==> src/rtl/epst_pkg.sv <==
// Shared constants, widths and types of the encoder position and speed tracker.
`default_nettype none

package epst_pkg;

   // Parameter defaults
   localparam int COUNT_BITS_DEF      = 16;
   localparam int RATIO_FRAC_BITS_DEF = 8;
   localparam int SPEED_FRAC_BITS_DEF = 8;

   // Fixed field widths
   localparam int CPR_W   = 17;
   localparam int DT_W    = 16;
   localparam int RATIO_W = 24;
   localparam int WORD_W  = 32;
   localparam int QUO_W   = 32;

   // Microseconds per minute, the speed scale of rpm against a microsecond interval
   localparam int SCALE_W = 26;
   localparam logic [SCALE_W-1:0] RPM_US_SCALE = SCALE_W'(60000000);

   // Shared multiplier: the widest operands are cpr*dt (33 bits) and the scale
   localparam int MUL_A_W = CPR_W + DT_W;
   localparam int MUL_B_W = SCALE_W;
   localparam int MUL_P_W = MUL_A_W + MUL_B_W;

   // Speed divisor cpr*dt*ratio
   localparam int DEN_W = CPR_W + DT_W + RATIO_W;

   // Configuration register map
   localparam int CSR_IDX_W = 2;
   localparam logic [CSR_IDX_W-1:0] CSR_COUNTS_PER_REV = 2'd0;
   localparam logic [CSR_IDX_W-1:0] CSR_GEAR_RATIO     = 2'd1;
   localparam logic [CSR_IDX_W-1:0] CSR_ZERO_OFFSET    = 2'd2;

   // Register reset values
   localparam logic [CPR_W-1:0]   CPR_RESET   = CPR_W'(4096);
   localparam logic [RATIO_W-1:0] RATIO_RESET = RATIO_W'(256);

   // Signed 32-bit limits
   localparam logic signed [WORD_W-1:0] S32_MAX = 32'sh7FFF_FFFF;
   localparam logic signed [WORD_W-1:0] S32_MIN = 32'sh8000_0000;
   localparam logic [QUO_W-1:0] NEG_LIMIT = 32'h8000_0000;

   // Result of the shared divider
   typedef struct packed {
      logic             done;
      logic             ovf;
      logic [QUO_W-1:0] quo;
   } div_res_type;

endpackage

`default_nettype wire

==> src/rtl/epst_if.sv <==
// Request and response channel interfaces of the encoder position and speed tracker.
`default_nettype none

interface epst_req_if #(
   parameter int COUNT_BITS = epst_pkg::COUNT_BITS_DEF
);
   import epst_pkg::*;

   logic                  valid;
   logic                  ready;
   logic [COUNT_BITS-1:0] raw_count;
   logic [DT_W-1:0]       interval_us;

   modport source (output valid, output raw_count, output interval_us, input ready);
   modport sink   (input valid, input raw_count, input interval_us, output ready);
endinterface

interface epst_rsp_if;
   import epst_pkg::*;

   logic                     valid;
   logic                     ready;
   logic signed [WORD_W-1:0] joint_position;
   logic signed [WORD_W-1:0] joint_rpm_q8;
   logic                     speed_valid;
   logic                     sample_taken;

   modport source (output valid, output joint_position, output joint_rpm_q8,
                   output speed_valid, output sample_taken, input ready);
   modport sink   (input valid, input joint_position, input joint_rpm_q8,
                   input speed_valid, input sample_taken, output ready);
endinterface

`default_nettype wire

==> src/rtl/epst_mul.sv <==
// Registered unsigned multiplier shared by the speed datapath.
`default_nettype none

module epst_mul #(
   parameter int A_W = epst_pkg::MUL_A_W,
   parameter int B_W = epst_pkg::MUL_B_W
) (
   input  wire logic               clock,
   input  wire logic [A_W-1:0]     a,
   input  wire logic [B_W-1:0]     b,
   output logic      [A_W+B_W-1:0] prod
);
   logic [A_W+B_W-1:0] prod_ff;
   logic [A_W+B_W-1:0] prod_in;

   assign prod_in = {{B_W{1'b0}}, a} * {{A_W{1'b0}}, b};

   always_ff @(posedge clock) begin
      prod_ff <= prod_in;
   end

   assign prod = prod_ff;

endmodule

`default_nettype wire

==> src/rtl/epst_div.sv <==
// Iterative restoring divider, one quotient bit per cycle, with early overflow detect.
`default_nettype none

module epst_div #(
   parameter int NUM_W = 59,
   parameter int DEN_W = epst_pkg::DEN_W
) (
   input  wire logic             clock,
   input  wire logic             reset,
   input  wire logic             start,
   input  wire logic [NUM_W-1:0] num,
   input  wire logic [DEN_W-1:0] den,
   output epst_pkg::div_res_type res
);
   import epst_pkg::*;

   localparam int HI_W   = NUM_W - QUO_W;
   localparam int STEP_W = $clog2(QUO_W);

   logic              busy_ff, busy_in;
   logic              done_ff, done_in;
   logic              ovf_ff, ovf_in;
   logic [STEP_W-1:0] step_ff, step_in;
   logic [DEN_W-1:0]  rem_ff, rem_in;
   logic [DEN_W-1:0]  den_ff, den_in;
   logic [QUO_W-1:0]  quo_ff, quo_in;
   logic [HI_W-1:0]   num_hi;
   logic [DEN_W:0]    trial;
   logic [DEN_W:0]    diff;
   logic              ge;

   assign num_hi = num[NUM_W-1:QUO_W];
   assign trial  = {rem_ff, quo_ff[QUO_W-1]};
   assign diff   = trial - {1'b0, den_ff};
   assign ge     = (trial >= {1'b0, den_ff});

   always_comb begin
      busy_in = busy_ff;
      done_in = 1'b0;
      ovf_in  = ovf_ff;
      step_in = step_ff;
      rem_in  = rem_ff;
      den_in  = den_ff;
      quo_in  = quo_ff;
      if (start) begin
         den_in = den;
         // quotient of 2^32 or more: flag it and skip the iterations
         if (DEN_W'(num_hi) >= den) begin
            ovf_in  = 1'b1;
            done_in = 1'b1;
            busy_in = 1'b0;
         end else begin
            ovf_in  = 1'b0;
            busy_in = 1'b1;
            rem_in  = DEN_W'(num_hi);
            quo_in  = num[QUO_W-1:0];
            step_in = STEP_W'(QUO_W - 1);
         end
      end else if (busy_ff) begin
         rem_in  = ge ? diff[DEN_W-1:0] : trial[DEN_W-1:0];
         quo_in  = {quo_ff[QUO_W-2:0], ge};
         step_in = step_ff - STEP_W'(1);
         if (step_ff == '0) begin
            busy_in = 1'b0;
            done_in = 1'b1;
         end
      end
   end

   always_ff @(posedge clock) begin
      if (reset) begin
         busy_ff <= 1'b0;
         done_ff <= 1'b0;
         ovf_ff  <= 1'b0;
         step_ff <= '0;
      end else begin
         busy_ff <= busy_in;
         done_ff <= done_in;
         ovf_ff  <= ovf_in;
         step_ff <= step_in;
      end
      rem_ff <= rem_in;
      den_ff <= den_in;
      quo_ff <= quo_in;
   end

   assign res.done = done_ff;
   assign res.ovf  = ovf_ff;
   assign res.quo  = quo_ff;

endmodule

`default_nettype wire

==> src/rtl/encoder_position_speed_tracker.sv <==
// A sample with a nonzero interval runs the position division, the multiplier steps
// and the speed division before its result (fewer steps when the ratio is zero or no
// previous sample exists, and a division ends early on quotient overflow). A zero-interval
// sample answers in the cycle after its transfer with the held values. One sample at a
// time, no new transfer until the result is taken; at most two divider passes of 32 steps.
// Reset (synchronous): clear sequencer and held state; load cpr 4096, ratio 256, offset 0.
`default_nettype none

module encoder_position_speed_tracker #(
   parameter int COUNT_BITS      = epst_pkg::COUNT_BITS_DEF,
   parameter int RATIO_FRAC_BITS = epst_pkg::RATIO_FRAC_BITS_DEF,
   parameter int SPEED_FRAC_BITS = epst_pkg::SPEED_FRAC_BITS_DEF
) (
   input  wire logic                               clock,
   input  wire logic                               reset,
   epst_req_if.sink                                req,
   epst_rsp_if.source                              rsp,
   input  wire logic                               csr_we,
   input  wire logic [epst_pkg::CSR_IDX_W-1:0]     csr_index,
   input  wire logic [epst_pkg::WORD_W-1:0]        csr_wdata
);
   import epst_pkg::*;

   // Dividend width: |delta| * scale, shifted up by both fraction widths
   localparam int NUM_W = COUNT_BITS + 1 + SCALE_W + SPEED_FRAC_BITS + RATIO_FRAC_BITS;
   // Width of the signed delta before and after the wrap fold
   localparam int DLW   = ((COUNT_BITS > CPR_W) ? COUNT_BITS : CPR_W) + 2;

   typedef enum logic [3:0] {
      ST_IDLE,
      ST_POS_DIV,
      ST_POS_WAIT,
      ST_SPD_SEL,
      ST_MUL_CD,
      ST_MUL_DEN,
      ST_MUL_NUM,
      ST_SPD_DIV,
      ST_SPD_WAIT,
      ST_RESP
   } state_type;

   // Configuration registers
   logic [CPR_W-1:0]          cpr_ff;
   logic [RATIO_W-1:0]        ratio_ff;
   logic signed [WORD_W-1:0]  offset_ff;

   // Sequencer and datapath registers
   state_type                 state_ff, state_in;
   logic [COUNT_BITS-1:0]     count_ff, count_in;
   logic [DT_W-1:0]           dt_ff, dt_in;
   logic [COUNT_BITS:0]       mag_ff, mag_in;
   logic                      neg_ff, neg_in;
   logic [DEN_W-1:0]          den_ff, den_in;
   logic [COUNT_BITS-1:0]     prev_ff, prev_in;
   logic                      has_sample_ff, has_sample_in;
   logic signed [WORD_W-1:0]  pos_ff, pos_in;
   logic signed [WORD_W-1:0]  spd_ff, spd_in;
   logic                      fresh_ff, fresh_in;
   logic                      taken_ff, taken_in;

   // Wrap fold of the count delta
   logic signed [DLW-1:0]     delta;
   logic signed [DLW-1:0]     half_s;
   logic signed [DLW-1:0]     cpr_s;
   logic signed [DLW-1:0]     folded;
   logic signed [DLW-1:0]     folded_abs;

   // Shared units
   logic [MUL_A_W-1:0]        mul_a;
   logic [MUL_B_W-1:0]        mul_b;
   logic [MUL_P_W-1:0]        mul_p;
   logic                      div_start;
   logic [NUM_W-1:0]          div_num;
   logic [DEN_W-1:0]          div_den;
   div_res_type               div_res;

   // Result shaping
   logic signed [WORD_W+1:0]  pos_diff;
   logic signed [WORD_W-1:0]  pos_sat;
   logic signed [WORD_W-1:0]  spd_sat;
   logic                      accept;

   epst_mul #(
      .A_W (MUL_A_W),
      .B_W (MUL_B_W)
   ) u_mul (
      .clock (clock),
      .a     (mul_a),
      .b     (mul_b),
      .prod  (mul_p)
   );

   epst_div #(
      .NUM_W (NUM_W),
      .DEN_W (DEN_W)
   ) u_div (
      .clock (clock),
      .reset (reset),
      .start (div_start),
      .num   (div_num),
      .den   (div_den),
      .res   (div_res)
   );

   // Configuration writes; indexes past the map are dropped
   always_ff @(posedge clock) begin
      if (reset) begin
         cpr_ff    <= CPR_RESET;
         ratio_ff  <= RATIO_RESET;
         offset_ff <= '0;
      end else if (csr_we) begin
         case (csr_index)
            CSR_COUNTS_PER_REV: cpr_ff    <= csr_wdata[CPR_W-1:0];
            CSR_GEAR_RATIO:     ratio_ff  <= csr_wdata[RATIO_W-1:0];
            CSR_ZERO_OFFSET:    offset_ff <= signed'(csr_wdata);
            default:            ;
         endcase
      end
   end

   assign accept    = req.valid && req.ready;
   assign req.ready = (state_ff == ST_IDLE);

   // Fold the delta into plus or minus half a revolution
   always_comb begin
      delta  = signed'(DLW'(req.raw_count)) - signed'(DLW'(prev_ff));
      half_s = signed'(DLW'(cpr_ff >> 1));
      cpr_s  = signed'(DLW'(cpr_ff));
      if (delta > half_s) begin
         folded = delta - cpr_s;
      end else if (delta < -half_s) begin
         folded = delta + cpr_s;
      end else begin
         folded = delta;
      end
      folded_abs = folded[DLW-1] ? -folded : folded;
   end

   // Multiplier operands: cpr*dt, then (cpr*dt)*ratio, then |delta|*scale
   always_comb begin
      case (state_ff)
         ST_MUL_CD: begin
            mul_a = MUL_A_W'(cpr_ff);
            mul_b = MUL_B_W'(dt_ff);
         end
         ST_MUL_DEN: begin
            mul_a = mul_p[MUL_A_W-1:0];
            mul_b = MUL_B_W'(ratio_ff);
         end
         default: begin
            mul_a = MUL_A_W'(mag_ff);
            mul_b = RPM_US_SCALE;
         end
      endcase
   end

   // Divider: position is (count << R) / ratio, speed is (|delta|*scale << (S+R)) / den
   assign div_start = ((state_ff == ST_POS_DIV) && (ratio_ff != '0)) ||
                      (state_ff == ST_SPD_DIV);
   assign div_num   = (state_ff == ST_SPD_DIV)
                      ? (NUM_W'(mul_p[COUNT_BITS+SCALE_W:0]) <<
                         (SPEED_FRAC_BITS + RATIO_FRAC_BITS))
                      : (NUM_W'(count_ff) << RATIO_FRAC_BITS);
   assign div_den   = (state_ff == ST_SPD_DIV) ? den_ff : DEN_W'(ratio_ff);

   // Position: quotient minus offset, saturated; a quotient of 2^32 or more is past max
   always_comb begin
      pos_diff = signed'({2'b00, div_res.quo}) - (WORD_W+2)'(offset_ff);
      if (div_res.ovf || (pos_diff > (WORD_W+2)'(S32_MAX))) begin
         pos_sat = S32_MAX;
      end else if (pos_diff < (WORD_W+2)'(S32_MIN)) begin
         pos_sat = S32_MIN;
      end else begin
         pos_sat = pos_diff[WORD_W-1:0];
      end
   end

   // Speed: apply the sign, saturate the magnitude
   always_comb begin
      if (!neg_ff) begin
         spd_sat = (div_res.ovf || div_res.quo[QUO_W-1]) ? S32_MAX : signed'(div_res.quo);
      end else if (div_res.ovf || (div_res.quo > NEG_LIMIT)) begin
         spd_sat = S32_MIN;
      end else begin
         spd_sat = signed'(~div_res.quo + QUO_W'(1));
      end
   end

   // Sequencer
   always_comb begin
      state_in      = state_ff;
      count_in      = count_ff;
      dt_in         = dt_ff;
      mag_in        = mag_ff;
      neg_in        = neg_ff;
      den_in        = den_ff;
      prev_in       = prev_ff;
      has_sample_in = has_sample_ff;
      pos_in        = pos_ff;
      spd_in        = spd_ff;
      fresh_in      = fresh_ff;
      taken_in      = taken_ff;
      case (state_ff)
         ST_IDLE: begin
            if (accept) begin
               if (req.interval_us == '0) begin
                  // ignore the sample, answer with held values
                  fresh_in = has_sample_ff;
                  taken_in = 1'b0;
                  state_in = ST_RESP;
               end else begin
                  count_in = req.raw_count;
                  dt_in    = req.interval_us;
                  mag_in   = folded_abs[COUNT_BITS:0];
                  neg_in   = folded[DLW-1];
                  fresh_in = 1'b0;
                  taken_in = 1'b1;
                  state_in = ST_POS_DIV;
               end
            end
         end
         ST_POS_DIV: begin
            if (ratio_ff == '0) begin
               // no conversion: raw count, no offset
               pos_in   = signed'(WORD_W'(count_ff));
               state_in = ST_SPD_SEL;
            end else begin
               state_in = ST_POS_WAIT;
            end
         end
         ST_POS_WAIT: begin
            if (div_res.done) begin
               pos_in   = pos_sat;
               state_in = ST_SPD_SEL;
            end
         end
         ST_SPD_SEL: begin
            prev_in       = count_ff;
            has_sample_in = 1'b1;
            if (!has_sample_ff) begin
               // first sample: keep the held speed
               state_in = ST_RESP;
            end else begin
               fresh_in = 1'b1;
               if (cpr_ff == '0) begin
                  spd_in   = '0;
                  state_in = ST_RESP;
               end else if (ratio_ff == '0) begin
                  if (mag_ff == '0) begin
                     spd_in = '0;
                  end else begin
                     spd_in = neg_ff ? S32_MIN : S32_MAX;
                  end
                  state_in = ST_RESP;
               end else begin
                  state_in = ST_MUL_CD;
               end
            end
         end
         ST_MUL_CD: begin
            state_in = ST_MUL_DEN;
         end
         ST_MUL_DEN: begin
            state_in = ST_MUL_NUM;
         end
         ST_MUL_NUM: begin
            // product now holds cpr*dt*ratio
            den_in   = mul_p[DEN_W-1:0];
            state_in = ST_SPD_DIV;
         end
         ST_SPD_DIV: begin
            state_in = ST_SPD_WAIT;
         end
         ST_SPD_WAIT: begin
            if (div_res.done) begin
               spd_in   = spd_sat;
               state_in = ST_RESP;
            end
         end
         ST_RESP: begin
            // hold the result until the transfer
            if (rsp.ready) begin
               state_in = ST_IDLE;
            end
         end
         default: begin
            state_in = ST_IDLE;
         end
      endcase
   end

   always_ff @(posedge clock) begin
      if (reset) begin
         state_ff      <= ST_IDLE;
         has_sample_ff <= 1'b0;
         prev_ff       <= '0;
         pos_ff        <= '0;
         spd_ff        <= '0;
         fresh_ff      <= 1'b0;
         taken_ff      <= 1'b0;
      end else begin
         state_ff      <= state_in;
         has_sample_ff <= has_sample_in;
         prev_ff       <= prev_in;
         pos_ff        <= pos_in;
         spd_ff        <= spd_in;
         fresh_ff      <= fresh_in;
         taken_ff      <= taken_in;
      end
      count_ff <= count_in;
      dt_ff    <= dt_in;
      mag_ff   <= mag_in;
      neg_ff   <= neg_in;
      den_ff   <= den_in;
   end

   assign rsp.valid          = (state_ff == ST_RESP);
   assign rsp.joint_position = pos_ff;
   assign rsp.joint_rpm_q8   = spd_ff;
   assign rsp.speed_valid    = fresh_ff;
   assign rsp.sample_taken   = taken_ff;

endmodule

`default_nettype wire

==> src/flat_wrapper.sv <==
// flat-port wrapper written by rule: the top's interface ports become plain ports
module encoder_position_speed_tracker_flat import epst_pkg::*;
#(
   parameter int COUNT_BITS      = epst_pkg::COUNT_BITS_DEF,
   parameter int RATIO_FRAC_BITS = epst_pkg::RATIO_FRAC_BITS_DEF,
   parameter int SPEED_FRAC_BITS = epst_pkg::SPEED_FRAC_BITS_DEF
)
  (clock, reset, csr_we, csr_index, csr_wdata, req_valid, req_raw_count, req_interval_us, req_ready, rsp_valid, rsp_joint_position, rsp_joint_rpm_q8, rsp_speed_valid, rsp_sample_taken, rsp_ready);
  epst_req_if #(.COUNT_BITS(COUNT_BITS)) req_i ();
  epst_rsp_if rsp_i ();
  input  wire logic clock;
  input  wire logic reset;
  input  wire logic csr_we;
  input  wire logic [epst_pkg::CSR_IDX_W-1:0] csr_index;
  input  wire logic [epst_pkg::WORD_W-1:0] csr_wdata;
  input wire logic [$bits(req_i.valid)-1:0] req_valid;
  input wire logic [$bits(req_i.raw_count)-1:0] req_raw_count;
  input wire logic [$bits(req_i.interval_us)-1:0] req_interval_us;
  output wire logic [$bits(req_i.ready)-1:0] req_ready;
  output wire logic [$bits(rsp_i.valid)-1:0] rsp_valid;
  output wire logic [$bits(rsp_i.joint_position)-1:0] rsp_joint_position;
  output wire logic [$bits(rsp_i.joint_rpm_q8)-1:0] rsp_joint_rpm_q8;
  output wire logic [$bits(rsp_i.speed_valid)-1:0] rsp_speed_valid;
  output wire logic [$bits(rsp_i.sample_taken)-1:0] rsp_sample_taken;
  input wire logic [$bits(rsp_i.ready)-1:0] rsp_ready;
  assign req_i.valid = req_valid;
  assign req_i.raw_count = req_raw_count;
  assign req_i.interval_us = req_interval_us;
  assign req_ready = req_i.ready;
  assign rsp_valid = rsp_i.valid;
  assign rsp_joint_position = rsp_i.joint_position;
  assign rsp_joint_rpm_q8 = rsp_i.joint_rpm_q8;
  assign rsp_speed_valid = rsp_i.speed_valid;
  assign rsp_sample_taken = rsp_i.sample_taken;
  assign rsp_i.ready = rsp_ready;
  encoder_position_speed_tracker #(.COUNT_BITS(COUNT_BITS), .RATIO_FRAC_BITS(RATIO_FRAC_BITS), .SPEED_FRAC_BITS(SPEED_FRAC_BITS)) u_core (.clock(clock), .reset(reset), .req(req_i), .rsp(rsp_i), .csr_we(csr_we), .csr_index(csr_index), .csr_wdata(csr_wdata));
endmodule
==> config.mk <==
export PLATFORM = sky130hd
export DESIGN_NAME = encoder_position_speed_tracker_flat
export DESIGN_NICKNAME = d
export VERILOG_FILES = /design/src/rtl/epst_pkg.sv /design/src/rtl/epst_if.sv /design/src/rtl/epst_mul.sv /design/src/rtl/epst_div.sv /design/src/rtl/encoder_position_speed_tracker.sv /design/src/flat_wrapper.sv
export SDC_FILE = /design/constraint.sdc
export NUM_CORES = 2
export LEC_CHECK = 0
export BUFFER_PORTS_ARGS = -buffer_cell sky130_fd_sc_hd__buf_2
export CELL_PAD_IN_SITES_DETAIL_PLACEMENT = 1
export CELL_PAD_IN_SITES_GLOBAL_PLACEMENT = 2
export CORE_MARGIN = 5
export CORE_UTILIZATION = 41
export DETAILED_ROUTE_END_ITERATION = 7
export HOLD_SLACK_MARGIN = 0.02
export PLACE_DENSITY = 0.87
export REMOVE_ABC_BUFFERS = 1
export SLEW_MARGIN = 5
export SYNTH_ARGS = -nofsm -noshare
export SYNTH_HDL_FRONTEND = slang
export SYNTH_SLANG_ARGS = --single-unit
==> constraint.sdc <==
create_clock -name clock -period 11.18 [get_ports clock]
set_input_delay 1.677 -clock clock [delete_from_list [all_inputs] [get_ports clock]]
set_output_delay 1.677 -clock clock [all_outputs]
set_load 0.01 [all_outputs]
==> impl_metrics.xml <==
<?xml version="1.0" encoding="UTF-8"?>
<metrics>
  <group name="run">
    <metric name="maxCapViolCount" unit="">0</metric>
  </group>
  <group name="clock_tree">
    <metric name="cts_repair_resize_count" unit="">0</metric>
    <metric name="clock_tree.buffer_depth" unit="">3</metric>
    <metric name="skew_pair_late_insertion_delay" unit="ns">0.64</metric>
    <metric name="clk_transition_reported_paths" unit="ns">0.06</metric>
    <metric name="numClockSinks" unit="">478</metric>
    <metric name="cts_root_buffer" unit="">clkbuf_16</metric>
    <metric name="post-cts-setup-buffer-count" unit="">0</metric>
    <metric name="hold_buffers" unit="">0</metric>
    <metric name="tritoncts_clock_tree" unit="">built</metric>
    <metric name="cts.htree.levels" unit="">2</metric>
    <metric name="cts-buffers-inserted" unit="">54</metric>
  </group>
  <group name="synthesis">
    <metric name="post_synth_main_area_contributors" unit="">fa_1 27%, edfxtp_1 14%, ha_1 8.9%</metric>
    <metric name="synthFlopType" unit="">edfxtp_1</metric>
    <metric name="synthDominantCellAreaShare" unit="%">27.0</metric>
    <metric name="netlist_area_pre_place" unit="sq mm">0.0554</metric>
    <metric name="synth.ff_latch_count" unit="">478</metric>
    <metric name="synth_compound_area_share" unit="%">12.6</metric>
    <metric name="mux_share_of_post_synthesis_cell_area" unit="%">1.75</metric>
    <metric name="synth_top_family_by_area" unit="">adder cells</metric>
    <metric name="adder_and_majority_cell_fraction_of_the_synthesized_area" unit="%">35.8</metric>
    <metric name="synthDistinctLibCells" unit="">93</metric>
    <metric name="synth.yosys.seq_area_share" unit="%">21.9</metric>
    <metric name="synth-xor-area-share" unit="%">2.69</metric>
    <metric name="asyncSetResetFlopFracSynth" unit="%">0</metric>
    <metric name="synth_enable_flop_cells" unit="">253</metric>
    <metric name="netlist.top_cell.by_area" unit="">fa_1</metric>
    <metric name="post_synth_inst_count" unit="">6306</metric>
    <metric name="synthSimpleGateAreaFrac" unit="%">16.0</metric>
    <metric name="mean_instance_size_in_the_synthesized_netlist" unit="sq um">8.78</metric>
    <metric name="yosysWarnings" unit="">0</metric>
  </group>
  <group name="setup_path">
    <metric name="crit_top_cell" unit="">fa_1</metric>
    <metric name="critical_path_peak_fanout" unit="">27</metric>
    <metric name="critPathCaptureType" unit="">register</metric>
    <metric name="timing.rr.end" unit="">u_core.u_mul.prod[56]</metric>
    <metric name="worstSetupPathType" unit="">reg -&gt; reg</metric>
    <metric name="reg2reg_launch_point" unit="">u_core.state_ff[1]</metric>
    <metric name="worst_ep_required_time" unit="ns">11.68</metric>
    <metric name="worst_reg2reg_path_depth" unit="">29</metric>
    <metric name="crit_arrival" unit="ns">10.43</metric>
    <metric name="worst_path_max_delay_cell" unit="">and2_1</metric>
    <metric name="critical_path_max_stage_delay" unit="ns">0.73</metric>
    <metric name="worst_setup_path_start_kind" unit="">register</metric>
    <metric name="flop2flop_setup_slack" unit="ns">1.24</metric>
  </group>
  <group name="cells_and_area">
    <metric name="finalNetCount" unit="">7568</metric>
    <metric name="sequential_cell_area" unit="sq mm">0.0121</metric>
    <metric name="flow.area_growth_from_synthesis" unit="%">8.63</metric>
    <metric name="multiInputGateArea" unit="sq mm">0.0383</metric>
    <metric name="layout_cells_sized_above_1" unit="%">6.76</metric>
    <metric name="fill_cells" unit="">15700</metric>
  </group>
  <group name="routing">
    <metric name="detail_route.drc_violations" unit="">0</metric>
    <metric name="wl_per_cell" unit="um">25.7</metric>
    <metric name="vias_per_cell" unit="">5.66</metric>
    <metric name="dr_total_vias" unit="">46300</metric>
    <metric name="route.antenna.remaining_nets" unit="">0</metric>
    <metric name="detailed_route_wl" unit="mm">211</metric>
    <metric name="first_pass_iters" unit="">5</metric>
    <metric name="initialDrtViolationCount" unit="">3566</metric>
  </group>
  <group name="timing">
    <metric name="final_critical_path_time_including_i_o_delays_and_setup" unit="ns">9.94</metric>
    <metric name="tns" unit="ns">0</metric>
    <metric name="max_clock_freq" unit="MHz">101</metric>
    <metric name="drv_slew" unit="">0</metric>
    <metric name="rsz0062_at_grt" unit="">no</metric>
    <metric name="setup-violations-final" unit="">0</metric>
    <metric name="final_critical_path_setup_slack" unit="ns">1.24</metric>
    <metric name="timing_hold_violations_final" unit="">0</metric>
    <metric name="clock_skew" unit="ns">0.0184</metric>
    <metric name="max_slew.worst_pin.slew" unit="ns">1.27</metric>
    <metric name="relSlewSlack" unit="%">15.2</metric>
    <metric name="fin_crit_sh" unit="%">88.9</metric>
  </group>
  <group name="floorplanning">
    <metric name="ios" unit="">139</metric>
    <metric name="dieWidth" unit="um">377</metric>
    <metric name="std_cell_rows" unit="">134</metric>
    <metric name="die_y" unit="um">377</metric>
    <metric name="placeableCoreArea" unit="sq mm">0.134</metric>
    <metric name="die_area" unit="sq mm">0.142</metric>
    <metric name="initial_core_util" unit="%">41.4</metric>
  </group>
  <group name="worst_hold_path">
    <metric name="worst_hold_path_type" unit="">reg -&gt; reg</metric>
    <metric name="hp-start" unit="">u_core.u_mul.prod[46]</metric>
    <metric name="holdPathStages" unit="">0</metric>
    <metric name="worstHoldEndpoint" unit="">u_core.den_ff[46]</metric>
  </group>
  <group name="place">
    <metric name="buffer_ports.inserted" unit="">138</metric>
    <metric name="dp_slack" unit="ns">1.45</metric>
    <metric name="dpl.hpwl" unit="mm">169</metric>
    <metric name="gp_congestion" unit="">0.962</metric>
  </group>
  <group name="global_routing">
    <metric name="globalRouteOverflowTotal" unit="">0</metric>
    <metric name="largest_net_degree_at_the_start_of_global_routing" unit="">81</metric>
    <metric name="global_route_wire_length_before_repair" unit="mm">315</metric>
    <metric name="first_global_vias" unit="">49400</metric>
    <metric name="initial_antenna_violation_count" unit="">12</metric>
    <metric name="grt_usage" unit="%">29.3</metric>
  </group>
  <group name="run_status">
    <metric name="status" unit="">completed</metric>
  </group>
</metrics>
==> metrics by stage <==
stage	instances	hold slack [ns]	util (%)	area [sq um]
final	8180	0.422	44.9	60100
after global routing	8173	0.418	44.9	60100
after CTS	8173	0.414	44.9	60100
after detailed placement	8071	0.406	43.6	58300
after global placement	8071	0.387	43.6	58300
after floorplan	6046	0.386	-	54400
==> critical path: cells and delay by family, from the launching register on <==
family | cells | cell delay (ns)
fa+ha+maj | 8 | 3.83
buf+inv | 6 | 0.96
simple gates | 5 | 2.16
compound gates | 9 | 2.24
flops | 1 | 0.48
xor+xnor | 1 | 0.08
==> cells in the mapped netlist, drive strengths merged (8+ instances only) <==
master and instances:
buf 17, o31a 9, a221oi 10, or2 25
inv 1082, nor4 39, o21a 35, a211oi 39
dfxtp 225, o311ai 11, o2111ai 11, nand2b 28
nor3 63, edfxtp 253, nor2b 39, a21o 135
nor2 581, and3 67, o22ai 14, a21boi 11
o21bai 50, o211ai 24, and2 136, xor2 55
mux2i 82, nand3b 10, nand3 79, a21oi 364
o21ai 194, o41ai 8, a31oi 46, and4 9
a22o 8, o221ai 19, xnor2 115, nand2 796
a221o 22, or3 17, ha 392, nand4 58
mux2 13, fa 746, o31ai 11, clkbuf 270
==> sequential cells by signal (all words and copies together) (netlist names), 4 cells and up <==
name	count
u_core.rsp.joint_position	32
u_core.u_div.step_ff	5
u_core.state_ff	4
u_core.prev_ff	16
u_core.mag_ff	17
u_core.den_ff	57
u_core.ratio_ff	24
u_core.u_mul.prod	57
u_core.u_div.rem_ff	57
u_core.count_ff	16
u_core.offset_ff	32
u_core.rsp.joint_rpm_q8	32
u_core.cpr_ff	17
u_core.dt_ff	16
u_core.u_div.quo_ff	32
u_core.u_div.den_ff	57
==> how the worst max path moves through the flow <==
| stage | startpoint | to | slack, ns | cells past startpoint |
|---|---|---|---|---|
| after detailed placement | u_core.state_ff[1] | u_core.u_mul.prod[56] | 1.45 | 29 |
| after global routing | u_core.state_ff[1] | u_core.u_mul.prod[56] | 0.85 | 29 |
| after CTS | u_core.state_ff[1] | u_core.u_mul.prod[56] | 1.40 | 29 |
| after floorplan | u_core.state_ff[0] | u_core.u_div.quo_ff[0] | 0.82 | 6 |
| after global placement | u_core.state_ff[1] | u_core.u_mul.prod[56] | 1.56 | 29 |
| final | u_core.state_ff[1] | u_core.u_mul.prod[56] | 1.24 | 29 |
==> kinds of logic after synthesis <==
group	after synthesis
muxes	95
AOI/OAI and AO/OA	1080
adders and majority gates	1138
and+or+nand+nor	1973
other	2
DFF	478
buffers and inverters	1370
xor gates and xnor gates	170
==> layout by cell type (no fill, tap or decap), drive strengths merged, types with 136 or more instances in the layout <==
cell and n:
inv 1091, nand2 796, fa 746, nor2 581
ha 392, a21oi 364, buf 257, edfxtp 253
dfxtp 225, o21ai 194, and2 136
==> cell type report <==
class | count | share of cell area [%]
Multi-Input combinational cell | 4485 | 63.7
Sequential cell | 478 | 20.1
Inverter | 1083 | 6.76
Tap cell | 1768 | 3.68
Timing Repair Buffer | 257 | 2.64
Clock buffer | 70 | 2.47
Clock inverter | 32 | 0.580
Antenna cell | 7 | 0.0291
==> metal layers <==
layer  share of wire (%)  vias up  GRT usage, %
met5              0.0090        -             0
met4                 4.1        4          10.1
li1                    -    20500             -
met2                  46     1623          47.9
met1                  42    23700          39.3
met3                 7.6      408          5.37
Power is not shown: default switching activity piles up to over one toggle a cycle in this logic, so the estimate is an artifact.
